**src/hdl/mpsa_pkg.sv**
```systemverilog
// Shared types and constants of the multi-pool slot allocator.
// Used by every module of the block but mpsa_ram; depends on nothing.
package mpsa_pkg;

  localparam int MaxPools = 8;
  localparam int FuncW    = 2;
  localparam int PoolW    = 3;
  localparam int SlotW    = 8;
  localparam int MaskW    = 8;
  localparam int StatW    = 2;
  localparam int UsedW    = 9;

  typedef enum logic [FuncW-1:0] {
    FUNC_BORROW = 2'd0,
    FUNC_RETURN = 2'd1,
    FUNC_GROUP  = 2'd2
  } func_e;

  typedef enum logic [StatW-1:0] {
    STAT_OK       = 2'd0,
    STAT_EMPTY    = 2'd1,
    STAT_NOT_HELD = 2'd2
  } status_e;

  typedef enum logic [1:0] {
    S_IDLE,
    S_READ,
    S_GROUP
  } state_e;

  typedef struct packed {
    logic [PoolW-1:0] pool;
    logic [SlotW-1:0] slot;
    status_e          status;
    logic [UsedW-1:0] used;
    logic             last;
  } result_t;

  typedef struct packed {
    logic             inc;
    logic             dec;
    logic [PoolW-1:0] pool;
  } ctr_cmd_t;

endpackage

```
**src/hdl/mpsa_out.sv**
```systemverilog
// Two-entry result buffer: a result stage and the output register.
// Depends on mpsa_pkg for the result struct.
module mpsa_out (
  input  logic              clk_i,
  input  logic              rst_ni,
  input  logic              load_i,
  input  mpsa_pkg::result_t res_i,
  output logic              free_o,
  output logic              out_valid_o,
  input  logic              out_stall_i,
  output mpsa_pkg::result_t out_o
);

  logic              res_valid_q, res_valid_d;
  logic              out_valid_q, out_valid_d;
  mpsa_pkg::result_t res_q;
  mpsa_pkg::result_t out_q;
  logic              move;

  always_comb begin
    move        = res_valid_q && (!out_valid_q || !out_stall_i);
    free_o      = !res_valid_q || move;
    res_valid_d = load_i || (res_valid_q && !move);
    out_valid_d = move || (out_valid_q && out_stall_i);
  end

  always_ff @(posedge clk_i or negedge rst_ni) begin
    if (!rst_ni) begin
      res_valid_q <= 1'b0;
      out_valid_q <= 1'b0;
    end else begin
      res_valid_q <= res_valid_d;
      out_valid_q <= out_valid_d;
    end
  end

  always_ff @(posedge clk_i) begin
    if (load_i) begin
      res_q <= res_i;
    end
    if (move) begin
      out_q <= res_q;
    end
  end

  assign out_valid_o = out_valid_q;
  assign out_o       = out_q;

  a_load_free: assert property (@(posedge clk_i) disable iff (!rst_ni)
    load_i |-> free_o)
    else $error("result loaded over a waiting result");

  a_drain: assert property (@(posedge clk_i) disable iff (!rst_ni)
    (res_valid_q && !out_valid_q) |=> out_valid_q)
    else $error("waiting result not moved into empty output register");

endmodule

```
**config.mk**
```make
export PLATFORM = sky130hd
export DESIGN_NAME = mpsa_out
export DESIGN_NICKNAME = d
export VERILOG_FILES = /design/src/hdl/mpsa_pkg.sv /design/src/hdl/mpsa_out.sv
export SDC_FILE = /design/constraint.sdc
export NUM_CORES = 1
export LEC_CHECK = 0
export BUFFER_PORTS_ARGS = -buffer_cell sky130_fd_sc_hd__buf_2
export CORE_MARGIN = 4
export CORE_UTILIZATION = 43
export CTS_CLUSTER_DIAMETER = 120
export DETAILED_ROUTE_END_ITERATION = 8
export PLACE_DENSITY_LB_ADDON = 0.25
export SLEW_MARGIN = 10
export SYNTH_ARGS = -nofsm -noshare
export SYNTH_HDL_FRONTEND = slang
export SYNTH_SLANG_ARGS = --single-unit
```
**constraint.sdc**
```tcl
create_clock -name clk_i -period 1.56 [get_ports clk_i]
set_input_delay 0.312 -clock clk_i [delete_from_list [all_inputs] [get_ports clk_i]]
set_output_delay 0.312 -clock clk_i [all_outputs]
set_load 0.02 [all_outputs]
```
==> results.md <==
- VDD IR max: between 0.0006 and 0.0007 V
- Via total after detailed routing: 696
- Crit start category: flop
- Chip Height: ~66 um
- Post-Synthesis Net Count: 79
- Number of nets with antenna violations after routing: 0
- Cell type with the highest aggregate area in the netlist: sky130_fd_sc_hd__edfxtp_1
- GRT Resource Usage Total: 0.112
- Antenna Cells: 0
- TritonCTS clock tree: yes
- Die area: 0.00440 sq mm
- Post-Route Setup TNS: 0 ns
- Critical-path cell list: nand3_1 > buf_2
- Overflow left after global routing: 0
- Count of unresolved DRC violations after routing: 0
- Clock slew seen by the registers of the worst setup and hold paths: 0.12 ns
- Antenna violations before repair: 0
- Starting density of the core: 0.465
- Post-Layout Cell Count: 158
- Net switching share of the total power: 0.206
- Chip Width: 66.4 um
- Placed Cells incl. Taps: 149
- Wire length of the first global-routing pass: 3380 um
- Max clock buf depth: 2
- Number of warning messages in the yosys log: 0
- Transition at the pin with the smallest max-transition slack: 0.296 ns
- Leak Pwr: 0.747 nW
- Worst slew margin relative to its limit: 0.803
- Required time worst endpoint: 1.25 ns
- Area Growth Syn to Fin: 30.2%
- Cell area power density: 1280 mW/mm^2
- Placeable core area: 0.00315 sq mm
- Clock root buffer master: sky130_fd_sc_hd__clkbuf_4
- H-Tree Level Count: 2
- Synthesized instance count: 52
- Relative contribution of combinational cells to total power: 0.086
- Critical Setup Path Class: flop to output pin
- Max cap viols: 0
- Class of the tightest hold or removal check: primary input to flop
- Kind of cell adding the most delay to the critical path: flip-flops
- Drt wl/cell: 13.4 um
- Number of detailed-routing iterations run before antenna repair: 4
- Num Clock Sinks: 48
- Final worst path period need: 1.39 ns
- Final hold viol count: 0
- Power share of the sequential group: 0.639
- Site Rows: 20
- Number of I/O pins: 52
- Instance area at placement: 0.00182 sq mm
- Fraction of power consumed by the clock network: 0.275
- Routed wire length: 2120 um
- Final Net Count: 140
- CP max stage delay: approximately 0.47 ns
- Sequential cell area fraction in the yosys report: 0.977
- Total CTS buffers: 5
- Post-synthesis sequential element count: 48
- WP buf/inv: 1
- Fillcell total: 264
- Netlist area before placement: 0.00147 sq mm
- Unique cell type count in the Yosys netlist: 6
- Largest clock skew in the final design: 0.00258 ns
- Clock network latency to the later pin of the worst-skew pair: between 0.3 and 0.4 ns
- Slowest library cell on the worst path: sky130_fd_sc_hd__dfrtp_1
- Top cells by area, synth: sky130_fd_sc_hd__edfxtp_1 (94%), sky130_fd_sc_hd__dfrtp_1 (3.4%), sky130_fd_sc_hd__a21boi_2 (0.77%)
- Fraction of layout cells with a size suffix above 1: 0.535
- Proportion of netlist area held by the largest area contributor: 0.943
- CP endpoint kind: output pin
- Largest fanout on the critical path: 5
- Post-detailed-route via-to-cell ratio: 4.41
- Number of DRC violations after detailed-routing iteration 0: 16
- Crit path DAT: 1.08 ns
- Number of buffers added on ports: 51
- Post-CTS Setup Inserts: 0
- Pin count of the biggest net entering global routing: 24
- Mean cell area of the mapped netlist: about 28 sq um
- Final weighted congestion in routability-driven placement: about 0.64
- Final setup violation count: 0
- Cell internal power dissipation: around 1.9 mW
- Switching power summed over all nets: 0.502 mW
- Max Transition Viols Final: 0
- Number of global-route vias before repair: 699
- Post-route cell area: 0.00191 sq mm
- Outcome: completed
- Max Freq: 719 MHz
- Post-route fraction of the period consumed by the critical path: 0.891
- RSZ-0062 raised after global routing: no
## final cells by class
cell class / count / area (sq um) / share of cell area
sequential: 48 / 1430 / 0.750
timing repair buffer: 54 / 305 / 0.160
multi-input combinational: 4 / 41.3 / 0.0216
clock inverter: 3 / 37.5 / 0.0197
clock buffer: 5 / 37.5 / 0.0197
tap: 44 / 55.1 / 0.0289
## sequential cells by signal, indices dropped and copies added, names as in the netlist
signal and count:
out_o 23, out_valid_o 1, res_q 23, res_valid_q 1
## kinds of logic after synthesis
family / after synthesis / share of synthesized area
flops: 48 / 0.977
simple gates: 1 / 0.00341
compound gates: 3 / 0.0196
## power by group through the flow
stage / logic, mW / registers (mW) / clock network [mW]
4_1_cts: 0.215 / 1.56 / 0.690
6_report: 0.210 / 1.56 / 0.672
2_1_floorplan: 0.0268 / 1.66 / 0
5_1_grt: 0.227 / 1.57 / 0.767
3_3_place_gp: 0.209 / 1.59 / 0
3_5_place_dp: 0.213 / 1.59 / 0
## per-stage QoR
step | utilization | setup WS [ns] | power (mW) | hold slack, ns
2_1_floorplan | - | 0.180 | 1.68 | 0.0164
3_3_place_gp | 0.578 | 0.465 | 1.80 | 0.0959
3_5_place_dp | 0.578 | 0.438 | 1.81 | 0.0985
4_1_cts | 0.605 | 0.135 | 2.47 | 0.113
5_1_grt | 0.605 | 0.0739 | 2.57 | 0.0938
6_report | 0.605 | 0.170 | 2.44 | 0.134
## cells in the mapped netlist, drive strengths merged
library cell  number
nand3              1
a21boi             1
edfxtp            46
a31o               1
dfrtp              2
a21o               1
## cell usage in the layout, fill, tap and decap left out, drive strengths merged
master       count
a21boi           1
a21o             1
clkinv           2
nand3            1
clkbuf           5
dlygate4sd3      1
dfrtp            2
bufinv           1
edfxtp          46
a31o             1
buf             53
## worst paths after layout
path | from | end | slack (ns) | cells past startpoint
worst min register to register | res_q[12] | out_o[12] | 0.43 | 0
min in group asynchronous | rst_ni | res_valid_q | 0.26 | 2
worst max register to register | out_valid_o | out_o[14] | 0.43 | 2
max in group asynchronous | rst_ni | out_valid_o | 1.21 | 2
worst min-delay path | res_i[1] | res_q[1] | 0.13 | 1
worst max-delay path | out_valid_o | free_o | 0.17 | 2
## layer usage
| layer | vias up | wire [um] | track usage | part of all wire |
|---|---|---|---|---|
| met3 | 6 | 213 | 0.0476 | 0.10 |
| met5 | - | 0 | 0 | 0 |
| met1 | 321 | 871 | 0.137 | 0.41 |
| met2 | 37 | 980 | 0.164 | 0.46 |
| met4 | 0 | 51 | 0.0685 | 0.024 |
| li1 | 332 | - | - | - |
## what timing repair did
action	in CTS	in global routing
endpoints found under the hold margin	2	0
resized for setup	0	0
hold buffers	1	0
(Power assumes the default switching activity.)
