`config.mk`:
```
export PLATFORM = sky130hd
export DESIGN_NAME = mpsa_ctr
export DESIGN_NICKNAME = d
export VERILOG_FILES = /design/src/hdl/mpsa_pkg.sv /design/src/hdl/mpsa_ctr.sv
export SDC_FILE = /design/constraint.sdc
export NUM_CORES = 1
export LEC_CHECK = 0
export ABC_CLOCK_PERIOD_IN_PS = 3220
export BUFFER_PORTS_ARGS = -buffer_cell sky130_fd_sc_hd__clkbuf_2
export CORE_ASPECT_RATIO = 1.1
export CORE_MARGIN = 2
export CORE_UTILIZATION = 45
export CTS_BUF_LIST = sky130_fd_sc_hd__clkbuf_2
export DETAILED_ROUTE_END_ITERATION = 8
export PLACE_DENSITY = 0.68
export RECOVER_POWER = 100
export SLEW_MARGIN = 30
export SYNTH_ARGS = -nofsm -noshare
export SYNTH_HDL_FRONTEND = slang
export SYNTH_SLANG_ARGS = --single-unit
```
`constraint.sdc`:
```
create_clock -name clk_i -period 3.22 [get_ports clk_i]
set_input_delay 0.322 -clock clk_i [delete_from_list [all_inputs] [get_ports clk_i]]
set_output_delay 0.322 -clock clk_i [all_outputs]
set_load 0.1 [all_outputs]
```
`src/hdl/mpsa_pkg.sv`:
```
// Shared types and constants of the multi-pool slot allocator.
// Used by every module of the block but mpsa_ram; depends on nothing.
package mpsa_pkg;

  localparam int MaxPools = 8;
  localparam int FuncW    = 2;
  localparam int PoolW    = 3;
  localparam int SlotW    = 8;
  localparam int MaskW    = 8;
  localparam int StatW    = 2;
  localparam int UsedW    = 9;

  typedef enum logic [FuncW-1:0] {
    FUNC_BORROW = 2'd0,
    FUNC_RETURN = 2'd1,
    FUNC_GROUP  = 2'd2
  } func_e;

  typedef enum logic [StatW-1:0] {
    STAT_OK       = 2'd0,
    STAT_EMPTY    = 2'd1,
    STAT_NOT_HELD = 2'd2
  } status_e;

  typedef enum logic [1:0] {
    S_IDLE,
    S_READ,
    S_GROUP
  } state_e;

  typedef struct packed {
    logic [PoolW-1:0] pool;
    logic [SlotW-1:0] slot;
    status_e          status;
    logic [UsedW-1:0] used;
    logic             last;
  } result_t;

  typedef struct packed {
    logic             inc;
    logic             dec;
    logic [PoolW-1:0] pool;
  } ctr_cmd_t;

endpackage

```
`src/hdl/mpsa_ctr.sv`:
```
// Per-pool in-use counters and high-water marks of the slot allocator.
// Depends on mpsa_pkg for the counter command struct.
module mpsa_ctr #(
  parameter int NP    = 8,
  parameter int SLOTS = 256,
  localparam int CW   = $clog2(SLOTS + 1)
) (
  input  logic                 clk_i,
  input  logic                 rst_ni,
  input  mpsa_pkg::ctr_cmd_t   cmd_i,
  output logic [CW-1:0]        cnt_o [NP],
  output logic [NP-1:0]        full_o,
  output logic [NP-1:0]        hit_o
);

  logic [CW-1:0] cnt_q [NP];
  logic [CW-1:0] cnt_d [NP];
  logic [CW-1:0] hw_q  [NP];
  logic [CW-1:0] hw_d  [NP];

  always_comb begin
    for (int i = 0; i < NP; i++) begin
      cnt_d[i] = cnt_q[i];
      hw_d[i]  = hw_q[i];
      if (cmd_i.pool == mpsa_pkg::PoolW'(i)) begin
        if (cmd_i.inc) begin
          cnt_d[i] = cnt_q[i] + 1'b1;
          // first pop past the mark: entry was never written, raise the mark
          if (cnt_q[i] == hw_q[i]) begin
            hw_d[i] = hw_q[i] + 1'b1;
          end
        end else if (cmd_i.dec) begin
          cnt_d[i] = cnt_q[i] - 1'b1;
        end
      end
    end
  end

  always_ff @(posedge clk_i or negedge rst_ni) begin
    if (!rst_ni) begin
      for (int i = 0; i < NP; i++) begin
        cnt_q[i] <= '0;
        hw_q[i]  <= '0;
      end
    end else begin
      for (int i = 0; i < NP; i++) begin
        cnt_q[i] <= cnt_d[i];
        hw_q[i]  <= hw_d[i];
      end
    end
  end

  always_comb begin
    for (int i = 0; i < NP; i++) begin
      cnt_o[i]  = cnt_q[i];
      full_o[i] = (cnt_q[i] == CW'(SLOTS));
      hit_o[i]  = (cnt_q[i] < hw_q[i]);
    end
  end

  for (genvar g = 0; g < NP; g++) begin : g_chk
    a_cnt_order: assert property (@(posedge clk_i) disable iff (!rst_ni)
      (cnt_q[g] <= hw_q[g]) && (hw_q[g] <= CW'(SLOTS)))
      else $error("pool count above high-water mark or slot count");
  end

  a_inc_dec_excl: assert property (@(posedge clk_i) disable iff (!rst_ni)
    !(cmd_i.inc && cmd_i.dec))
    else $error("counter pushed and popped in one cycle");

endmodule

```
==> flow_summary.json, run 1 <==
{
  "initial_core_util_pct": 46.10,
  "cts_tree": "yes",
  "detail_route.wl_per_cell_um": 14.91,
  "fin_crit_sh_pct": 94.14,
  "drt_iter0_markers": 408,
  "clk_latency_ns": 0.71,
  "synth_edf_count": 0,
  "fillers": 2129,
  "syn_nets": 1263,
  "hold_slack_ns": 0.1805,
  "critPathRequiredTime_ns": 2.90,
  "h-tree-depth": 4,
  "setup_viol": 0,
  "syn_area_sq_mm": 0.01026,
  "clock-sinks": 144,
  "die_h_um": 162.3,
  "fin_nets": 1374,
  "syn_to_final_growth_pct": 10.11,
  "dpl.hpwl_um": 17120,
  "critPathKind": "flip-flop to output pin",
  "layout-drive-gt1-share_pct": 5.506,
  "die_x_um": 148.0,
  "ys_seq_elements": 144,
  "relSlewSlack_pct": -34.21,
  "grt_overflow": 0,
  "gp_congestion": 0.8731,
  "dieArea_sq_mm": 0.02402,
  "rrSetupSlack_ns": 0.80,
  "ios": 95,
  "startpoint_type": "flip-flop",
  "synth_top_area_share_pct": 35.13,
  "ys_seq_area_share_pct": 35.13,
  "drc": 0,
  "synthCells": 1112,
  "core_area_sq_mm": 0.02225,
  "max-cap-violations": 1,
  "synthFlopType": "dfrtp_1",
  "setup_tns_ns": 0,
  "vias_per_cell": 5.451,
  "worstPathArrival_ns": 2.71,
  "rsz0062_at_grt": "no",
  "clk_pin_slew_ns": 0.21,
  "fp-row-count": 57,
  "fmax_mhz": 329.9,
  "hold_class": "input pin to flip-flop",
  "syn_area_per_cell_sq_um": 9.224,
  "port_buffers": 94,
  "tightest_slew_ns": 2.013,
  "synth_area_leader_cell": "dfrtp_1",
  "report.final.slew_viol_count": 77,
  "ys_warn_count": 0,
  "clk_path_buf_depth": 2,
  "synth.distinct_cells": 50,
  "cts-root-buf": "clkbuf_2",
  "clock_skew_ns": 0.03813,
  "violations": "max-capacitance violations, max-slew violations",
  "period_needed_ns": 3.031,
  "grt_pass1_wl_um": 39300,
  "cp_max_fo": 5,
  "crit_path_end_kind": "output pin",
  "dr.pass1.iters": 5,
  "synth_area_leaders": "dfrtp_1 (35%), ha_1 (17%), xnor2_1 (7.8%), o21ai_0 (5.1%), nand2_1 (3.5%)",
  "grt_max_degree": 78,
  "final_antenna_net_count": 0,
  "numCtsBuffers": 17,
  "grt_pass1_vias": 8205,
  "antenna_found_initial": 1,
  "status": "complete, but fails checks",
  "via_count": 8346,
  "async_reset_ff_share_pct": 100.0,
  "grt_use_total_pct": 19.85,
  "hold_viol": 0,
  "drt-total-wl_um": 22820
}
per-layer routing:
layer	track usage, %	part of all wire (%)
met1	26.64	48
met2	33.53	48
met3	3.277	3.0
met4	5.238	1.5
met5	0	0
worst max-delay path, stage by stage (launching register included):
cell and delay, ns:
dfrtp_1 0.50, ha_1 0.34, a21oi_1 0.16, nor2b_1 0.06, o21ai_0 0.15, a21oi_1 0.13, a211oi_4 0.22, buf_2 0.45
cell usage in the layout, fill, tap and decap left out, drive strengths merged, types with 6 or more instances in the layout:
cell type	n
a211oi	19
a21o	15
a21oi	62
and3	11
buf	9
clkbuf	119
clkinv	9
dfrtp	144
fa	8
ha	136
inv	94
nand2	96
nand2b	33
nand3	34
nand4	32
nor2	42
nor2b	14
nor3	29
nor4	19
o21a	9
o21ai	104
o21bai	6
o31ai	18
o32ai	7
o41ai	7
or4	7
xnor2	91
xor2	20
synthesized netlist by cell type, types with 15 or more instances:
library cell    n
nor3_1         28
o21ai_0       104
nand4_1        32
nand2_1        96
ha_1          136
nand2b_1       33
nor2_1         42
a21o_1         15
o31ai_1        18
xnor2_1        91
dfrtp_1       144
xor2_1         20
nand3_1        34
a211oi_1       19
inv_1          94
a21oi_1        62
metrics by stage:
step / cells / util (%) / worst slack, ns / instance area [sq um]
floorplan: 1112 / - / -0.03315 / 10380
global placement: 1498 / 50.74 / 0.5863 / 11290
detailed placement: 1498 / 50.74 / 0.5049 / 11290
finish: 1531 / 50.76 / 0.1888 / 11290
CTS: 1530 / 51.78 / 0.03016 / 11520
global route: 1531 / 50.76 / 0.005444 / 11290
cell type report:
type | count | area (sq um) | share of cell area, %
Multi-Input combinational cell | 856 | 6256 | 55.39
Clock buffer | 20 | 100.1 | 0.8862
Inverter | 95 | 357.8 | 3.168
Clock inverter | 11 | 121.4 | 1.075
Tap cell | 295 | 369.1 | 3.268
Timing Repair Buffer | 109 | 484.2 | 4.287
Antenna cell | 1 | 2.502 | 0.02216
Sequential cell | 144 | 3603 | 31.90
flip-flops by register name, indices dropped and copies added (netlist names):
signal,count
cnt_o,72
hw_q,72
kinds of logic after synthesis:
family                     after synthesis  synth area share, %
and+or+nand+nor                        331                16.88
adders and majority gates              144                18.15
buffers and inverters                  112                4.123
DFF                                    144                35.13
muxes                                    4               0.4269
xor gates and xnor gates               111                9.478
AOI/OAI and AO/OA                      266                15.81
final timing paths:
| kind | from | end | cells past startpoint |
|---|---|---|---|
| max | cnt_o[65] | hit_o[0] | 7 |
| min | cmd_i[1] | cnt_o[17] | 4 |
| max reg2reg | cnt_o[9] | cnt_o[17] | 7 |
| min reg2reg | hw_q[26] | hw_q[26] | 1 |
| max in group asynchronous | rst_ni | cnt_o[36] | 3 |
| min in group asynchronous | rst_ni | hw_q[22] | 2 |
what timing repair did:
action | in CTS | in global routing
buffers inserted | 0 | 0
hold buffers | 1 | 0
resized for setup | 0 | 14
endpoints found under the setup margin | 0 | 7
hold endpoints to repair | 75 | 0
Power of run 1 is left out: the tool's default activity adds up to more than one toggle a clock period on the data nets, which glitch-free logic cannot reach.
==> run 2, diff against run 1 <==
--- a/config.mk
+++ b/config.mk
@@ -5,6 +5,7 @@
 export SDC_FILE = /design/constraint.sdc
 export NUM_CORES = 1
 export LEC_CHECK = 0
+export ABC_AREA = 1
 export ABC_CLOCK_PERIOD_IN_PS = 3220
 export BUFFER_PORTS_ARGS = -buffer_cell sky130_fd_sc_hd__clkbuf_2
 export CORE_ASPECT_RATIO = 1.1
@@ -14,7 +15,7 @@
 export DETAILED_ROUTE_END_ITERATION = 8
 export PLACE_DENSITY = 0.68
 export RECOVER_POWER = 100
-export SLEW_MARGIN = 30
+export SLEW_MARGIN = 20
 export SYNTH_ARGS = -nofsm -noshare
 export SYNTH_HDL_FRONTEND = slang
 export SYNTH_SLANG_ARGS = --single-unit
==> run 2 against run 1 <==
  * The run still ends with max-capacitance violations, max-slew violations left
  * Setup slack gained 0.056 ns
  * Cell area grew 9.6%
  * Fmax grew 1.9%
  * Area after synthesis grew 12%
  * Critical path type unchanged
  * Global-route usage grew 0.55 points
  * Core utilization shrank 1.6 points
  * Worst hold slack lost 0.011 ns
  * Clock skew grew 0.0037 ns
  * Via count grew 21%
==> flow_summary.json, run 2 <==
{
  "setup_tns_ns": 0,
  "grt_max_degree": 68,
  "tightest_slew_ns": 1.731,
  "ys_seq_elements": 144,
  "grt_overflow": 0,
  "worstPathArrival_ns": 2.65,
  "grt_pass1_vias": 9673,
  "violations": "max-capacitance violations, max-slew violations",
  "period_needed_ns": 2.975,
  "final_cell_mix": "nand2_1 (529), inv_1 (213), dfrtp_1 (144)",
  "fp-row-count": 61,
  "detail_route.wl_per_cell_um": 12.77,
  "clock-sinks": 144,
  "top_layer": "met4",
  "layout_commonest_cell": "nand2_1",
  "port_buffers": 94,
  "syn_area_per_cell_sq_um": 7.196,
  "syn_area_sq_mm": 0.01147,
  "ys_warn_count": 0,
  "cp_max_fo": 5,
  "cts_tree": "yes",
  "synth_area_leader_cell": "dfrtp_1",
  "rrSetupSlack_ns": 0.99,
  "cts-root-buf": "clkbuf_2",
  "gp_congestion": 0.8492,
  "clk_pin_slew_ns": 0.22,
  "vias_per_cell": 4.999,
  "crit_path_end_kind": "output pin",
  "startpoint_type": "flip-flop",
  "fin_nets": 1851,
  "syn_to_final_growth_pct": 7.930,
  "max-cap-violations": 1,
  "status": "complete, but fails checks",
  "whs_path_depth": 4,
  "drc": 0,
  "hold_slack_ns": 0.1696,
  "grt_use_total_pct": 20.41,
  "via_count": 10130,
  "core_area_sq_mm": 0.02519,
  "critPathKind": "flip-flop to output pin",
  "synth_most_common_cell": "nand2_1",
  "wl_met2_um": 12440,
  "drt_iter0_markers": 385,
  "reg2reg_depth": 8,
  "hold_class": "input pin to flip-flop",
  "synth_common_cells": "nand2_1 (529), inv_1 (209), dfrtp_1 (144)",
  "fin_crit_sh_pct": 92.39,
  "clk_latency_ns": 0.70,
  "clk_path_buf_depth": 2,
  "syn_nets": 1745,
  "numCtsBuffers": 17,
  "dr.pass1.iters": 5,
  "rsz0062_at_grt": "no",
  "async_reset_ff_share_pct": 100.0,
  "synth_edf_count": 0,
  "critPathRequiredTime_ns": 2.90,
  "wl_met3_um": 606,
  "synthCells": 1594,
  "report.final.slew_viol_count": 67,
  "relSlewSlack_pct": -15.40,
  "min_from": "cmd_i[2]",
  "h-tree-depth": 4,
  "dieArea_sq_mm": 0.02679,
  "dpl.hpwl_um": 19820,
  "synth.distinct_cells": 31,
  "synth_top_area_share_pct": 31.41,
  "setup_viol": 0,
  "synth_area_leaders": "dfrtp_1 (31%), nand2_1 (17%), ha_1 (15%), inv_1 (6.8%), nand3_1 (5.1%)",
  "antenna_found_initial": 1,
  "cts_resized": 0,
  "hold_viol": 0,
  "final_antenna_net_count": 0,
  "die_x_um": 156.2,
  "worstHoldEndpoint": "hw_q[36]",
  "initial_core_util_pct": 45.54,
  "layout-drive-gt1-share_pct": 4.676,
  "die_h_um": 171.5,
  "reg2reg_to": "hw_q[69]",
  "ios": 95,
  "clock_skew_ns": 0.04188,
  "synthFlopType": "dfrtp_1",
  "rr_startpoint": "cnt_o[67]",
  "ys_seq_area_share_pct": 31.41,
  "grt_pass1_wl_um": 44820,
  "drt-total-wl_um": 25890,
  "met1_length_um": 12510,
  "fmax_mhz": 336.1
}
-- run 2: cell count changes in the layout (fill, tap and decap cells not counted), moves of 44 or more --
| cell | change |
|---|---|
| xor2_1 | +44 |
| nor2_1 | +77 |
| inv_1 | +119 |
| xnor2_1 | -75 |
| nand2_1 | +433 |
| nand3_1 | +84 |
-- run 2: repair_timing --
| item | CTS | global route |
|---|---|---|
| buffers inserted | 0 | 0 |
| hold buffers | 1 | 0 |
| hold endpoints to repair | 65 | 0 |
-- run 2: worst max-delay path by stage --
stage / start / to / slack (ns) / cells past startpoint
3_5_place_dp: cmd_i[4] / cnt_o[40] / 0.96 / 8
2_1_floorplan: cnt_o[53] / full_o[2] / 0.07 / 2
6_report: cnt_o[6] / hit_o[7] / 0.24 / 5
4_1_cts: cnt_o[44] / hit_o[3] / 0.22 / 5
5_1_grt: cnt_o[6] / hit_o[7] / 0.06 / 5
3_3_place_gp: cmd_i[4] / cnt_o[43] / 0.99 / 9
-- run 2: metrics by stage --
step                      instance area (sq um)  setup WS (ns)  std cells  utilization (%)
after floorplan                           11530        0.07107       1594                -
after global placement                    12370         0.9866       1995            49.13
after detailed placement                  12370         0.9639       1995            49.13
after CTS                                 12560         0.2172       2026            49.87
after global routing                      12380        0.06363       2027            49.16
final                                     12380         0.2450       2027            49.16
-- run 2: metal layers --
metal / vias up / global-route usage [%]
li1: 5336 / -
met4: 0 / 5.544
met1: 4649 / 26.27
met3: 25 / 2.394
met5: - / 0
met2: 123 / 36.32
-- run 2: cell type report --
type                    count  area (sq um)
flip-flops and latches    144          3603
fillers                  2521         12810
inverters                 216         810.8
diodes                      1         2.502
clock buffers              21         105.1
multi-input cells        1220          6952
well taps                 315         394.1
clock inverters             9         70.07
repair buffers            101         442.9
-- run 2: logic make-up after synthesis --
group | Yosys count | share of synthesized area (%)
AOI/OAI and AO/OA | 140 | 6.217
xor gates and xnor gates | 80 | 6.108
adders and majority gates | 144 | 16.23
buffers and inverters | 230 | 7.897
DFF | 144 | 31.41
and+or+nand+nor | 856 | 32.13
-- run 2: worst max-delay path, cell delays in order (launching register included) --
cell,delay (ns)
dfrtp_1,0.51
ha_1,0.34
a21oi_1,0.16
o21ai_0,0.09
nor3b_1,0.32
clkbuf_2,0.52
Power of run 2 is left out for the same reason.
==> run 3, diff against run 2 <==
--- a/config.mk
+++ b/config.mk
@@ -11,9 +11,8 @@
 export CORE_ASPECT_RATIO = 1.1
 export CORE_MARGIN = 2
 export CORE_UTILIZATION = 45
-export CTS_BUF_LIST = sky130_fd_sc_hd__clkbuf_2
 export DETAILED_ROUTE_END_ITERATION = 8
-export PLACE_DENSITY = 0.68
+export PLACE_DENSITY = 0.67
 export RECOVER_POWER = 100
 export SLEW_MARGIN = 20
 export SYNTH_ARGS = -nofsm -noshare
==> run 3 against run 2 <==
  * The run still ends with max-capacitance violations, max-slew violations left
  * Cell area is 3.5% higher
  * Worst hold slack better by 0.28 ns
  * Via count is 0.21% higher
  * Count of clock-buffer cells in the layout is 2 lower
  * Setup slack better by 0.27 ns
  * Cell count hardly changed
  * Global-route usage is 0.073 points higher
  * Core utilization is 1.7 points higher
  * First-iteration DRC count is 1.8% lower
  * Clock skew is 0.027 ns lower
  * Critical path type unchanged
  * Critical endpoint is now full_o[3]
  * Largest cell class unchanged
==> flow_summary.json, run 3 (synthesis results as in run 2) <==
{
  "status": "complete, but fails checks",
  "violations": "max-capacitance violations, max-slew violations",
  "layout-drive-gt1-share_pct": 4.729,
  "h-tree-depth": 4,
  "grt_use_total_pct": 20.48,
  "clock_skew_ns": 0.01478,
  "drt-total-wl_um": 26340,
  "die_x_um": 156.2,
  "ios": 95,
  "relSlewSlack_pct": -17.99,
  "dieArea_sq_mm": 0.02679,
  "cts-root-buf": "clkbuf_16",
  "initial_core_util_pct": 45.54,
  "fin_nets": 1851,
  "numCtsBuffers": 17,
  "worstHoldEndpoint": "hw_q[36]",
  "dr.pass1.iters": 4,
  "critPathRequiredTime_ns": 2.90,
  "hold_class": "input pin to flip-flop",
  "grt_pass1_wl_um": 44760,
  "min_from": "cmd_i[2]",
  "via_count": 10150,
  "grt_pass1_vias": 9549,
  "rsz0062_at_grt": "no",
  "final_antenna_net_count": 0,
  "hold_viol": 0,
  "core_area_sq_mm": 0.02519,
  "rrSetupSlack_ns": 1.04,
  "syn_to_final_growth_pct": 11.75,
  "drc": 0,
  "period_needed_ns": 2.705,
  "critPathKind": "flip-flop to output pin",
  "max-cap-violations": 1,
  "port_buffers": 94,
  "grt_max_degree": 65,
  "drt_iter0_markers": 378,
  "fp-row-count": 61,
  "clk_latency_ns": 0.43,
  "hold_slack_ns": 0.4474,
  "cts_tree": "yes",
  "clock-sinks": 144,
  "detail_route.wl_per_cell_um": 12.98,
  "antenna_found_initial": 1,
  "dpl.hpwl_um": 19900,
  "vias_per_cell": 5.004,
  "setup_tns_ns": 0,
  "worstPathArrival_ns": 2.38,
  "reg2reg_to": "hw_q[32]",
  "final_cell_mix": "nand2_1 (529), inv_1 (213), dfrtp_1 (144)",
  "clk_pin_slew_ns": 0.06,
  "die_h_um": 171.5,
  "crit_path_end_kind": "output pin",
  "clk_path_buf_depth": 2,
  "layout_commonest_cell": "nand2_1",
  "whs_path_depth": 4,
  "tightest_slew_ns": 1.770,
  "rr_startpoint": "cnt_o[27]",
  "grt_overflow": 0,
  "fmax_mhz": 369.7,
  "report.final.slew_viol_count": 64,
  "setup_viol": 0,
  "reg2reg_depth": 9,
  "post_cts_buffers": 0,
  "gp_congestion": 0.8529,
  "fin_crit_sh_pct": 83.99,
  "startpoint_type": "flip-flop",
  "cp_max_fo": 5
}
[run 3: critical path, cell delays in order, from the launching register on]
cell and delay [ns]:
dfrtp_1 0.44, nor4b_1 0.44, and3_1 0.22, clkbuf_1 0.86
[run 3: cell type report]
type | instances | area [sq um]
Antenna cell | 1 | 2.502
Clock buffer | 19 | 432.9
Clock inverter | 13 | 188.9
Fill cell | 2542 | 12370
Inverter | 216 | 810.8
Multi-Input combinational cell | 1220 | 6947
Sequential cell | 144 | 3603
Tap cell | 315 | 394.1
Timing Repair Buffer | 101 | 439.2
[run 3: stage by stage]
step           area, sq um  setup WS, ns  instances  utilization, %
6_report             12820        0.5154       2029           50.89
5_1_grt              12820        0.3804       2029           50.89
4_1_cts              13010        0.6451       2028           51.64
3_5_place_dp         12370         1.109       1995           49.13
3_3_place_gp         12370         1.152       1995           49.13
2_1_floorplan        11530       0.07107       1594               -
[run 3: timing repair]
item | in CTS | in global routing
endpoints found under the setup margin | 0 | 0
hold buffers | 1 | 0
gates resized for setup | 0 | 0
hold endpoints to repair | 62 | 0
[run 3: worst max-delay path by stage]
stage,cells past startpoint,start,endpoint,slack [ns]
after floorplan,2,cnt_o[53],full_o[2],0.07
after global placement,7,cnt_o[40],hit_o[3],1.15
after detailed placement,6,cnt_o[69],hit_o[0],1.11
after CTS,6,cnt_o[69],hit_o[0],0.65
after global routing,3,rst_ni,hw_q[16],0.38
final,3,cnt_o[39],full_o[3],0.52
[run 3: layer usage]
layer / share of wire, % / track usage [%] / vias to the layer above
li1: - / - / 5333
met3: 3.1 / 3.099 / 30
met1: 49 / 27.21 / 4641
met2: 47 / 34.94 / 150
met4: 1.6 / 5.505 / 0
met5: 0 / 0 / -
Power of run 3 is left out for the same reason.
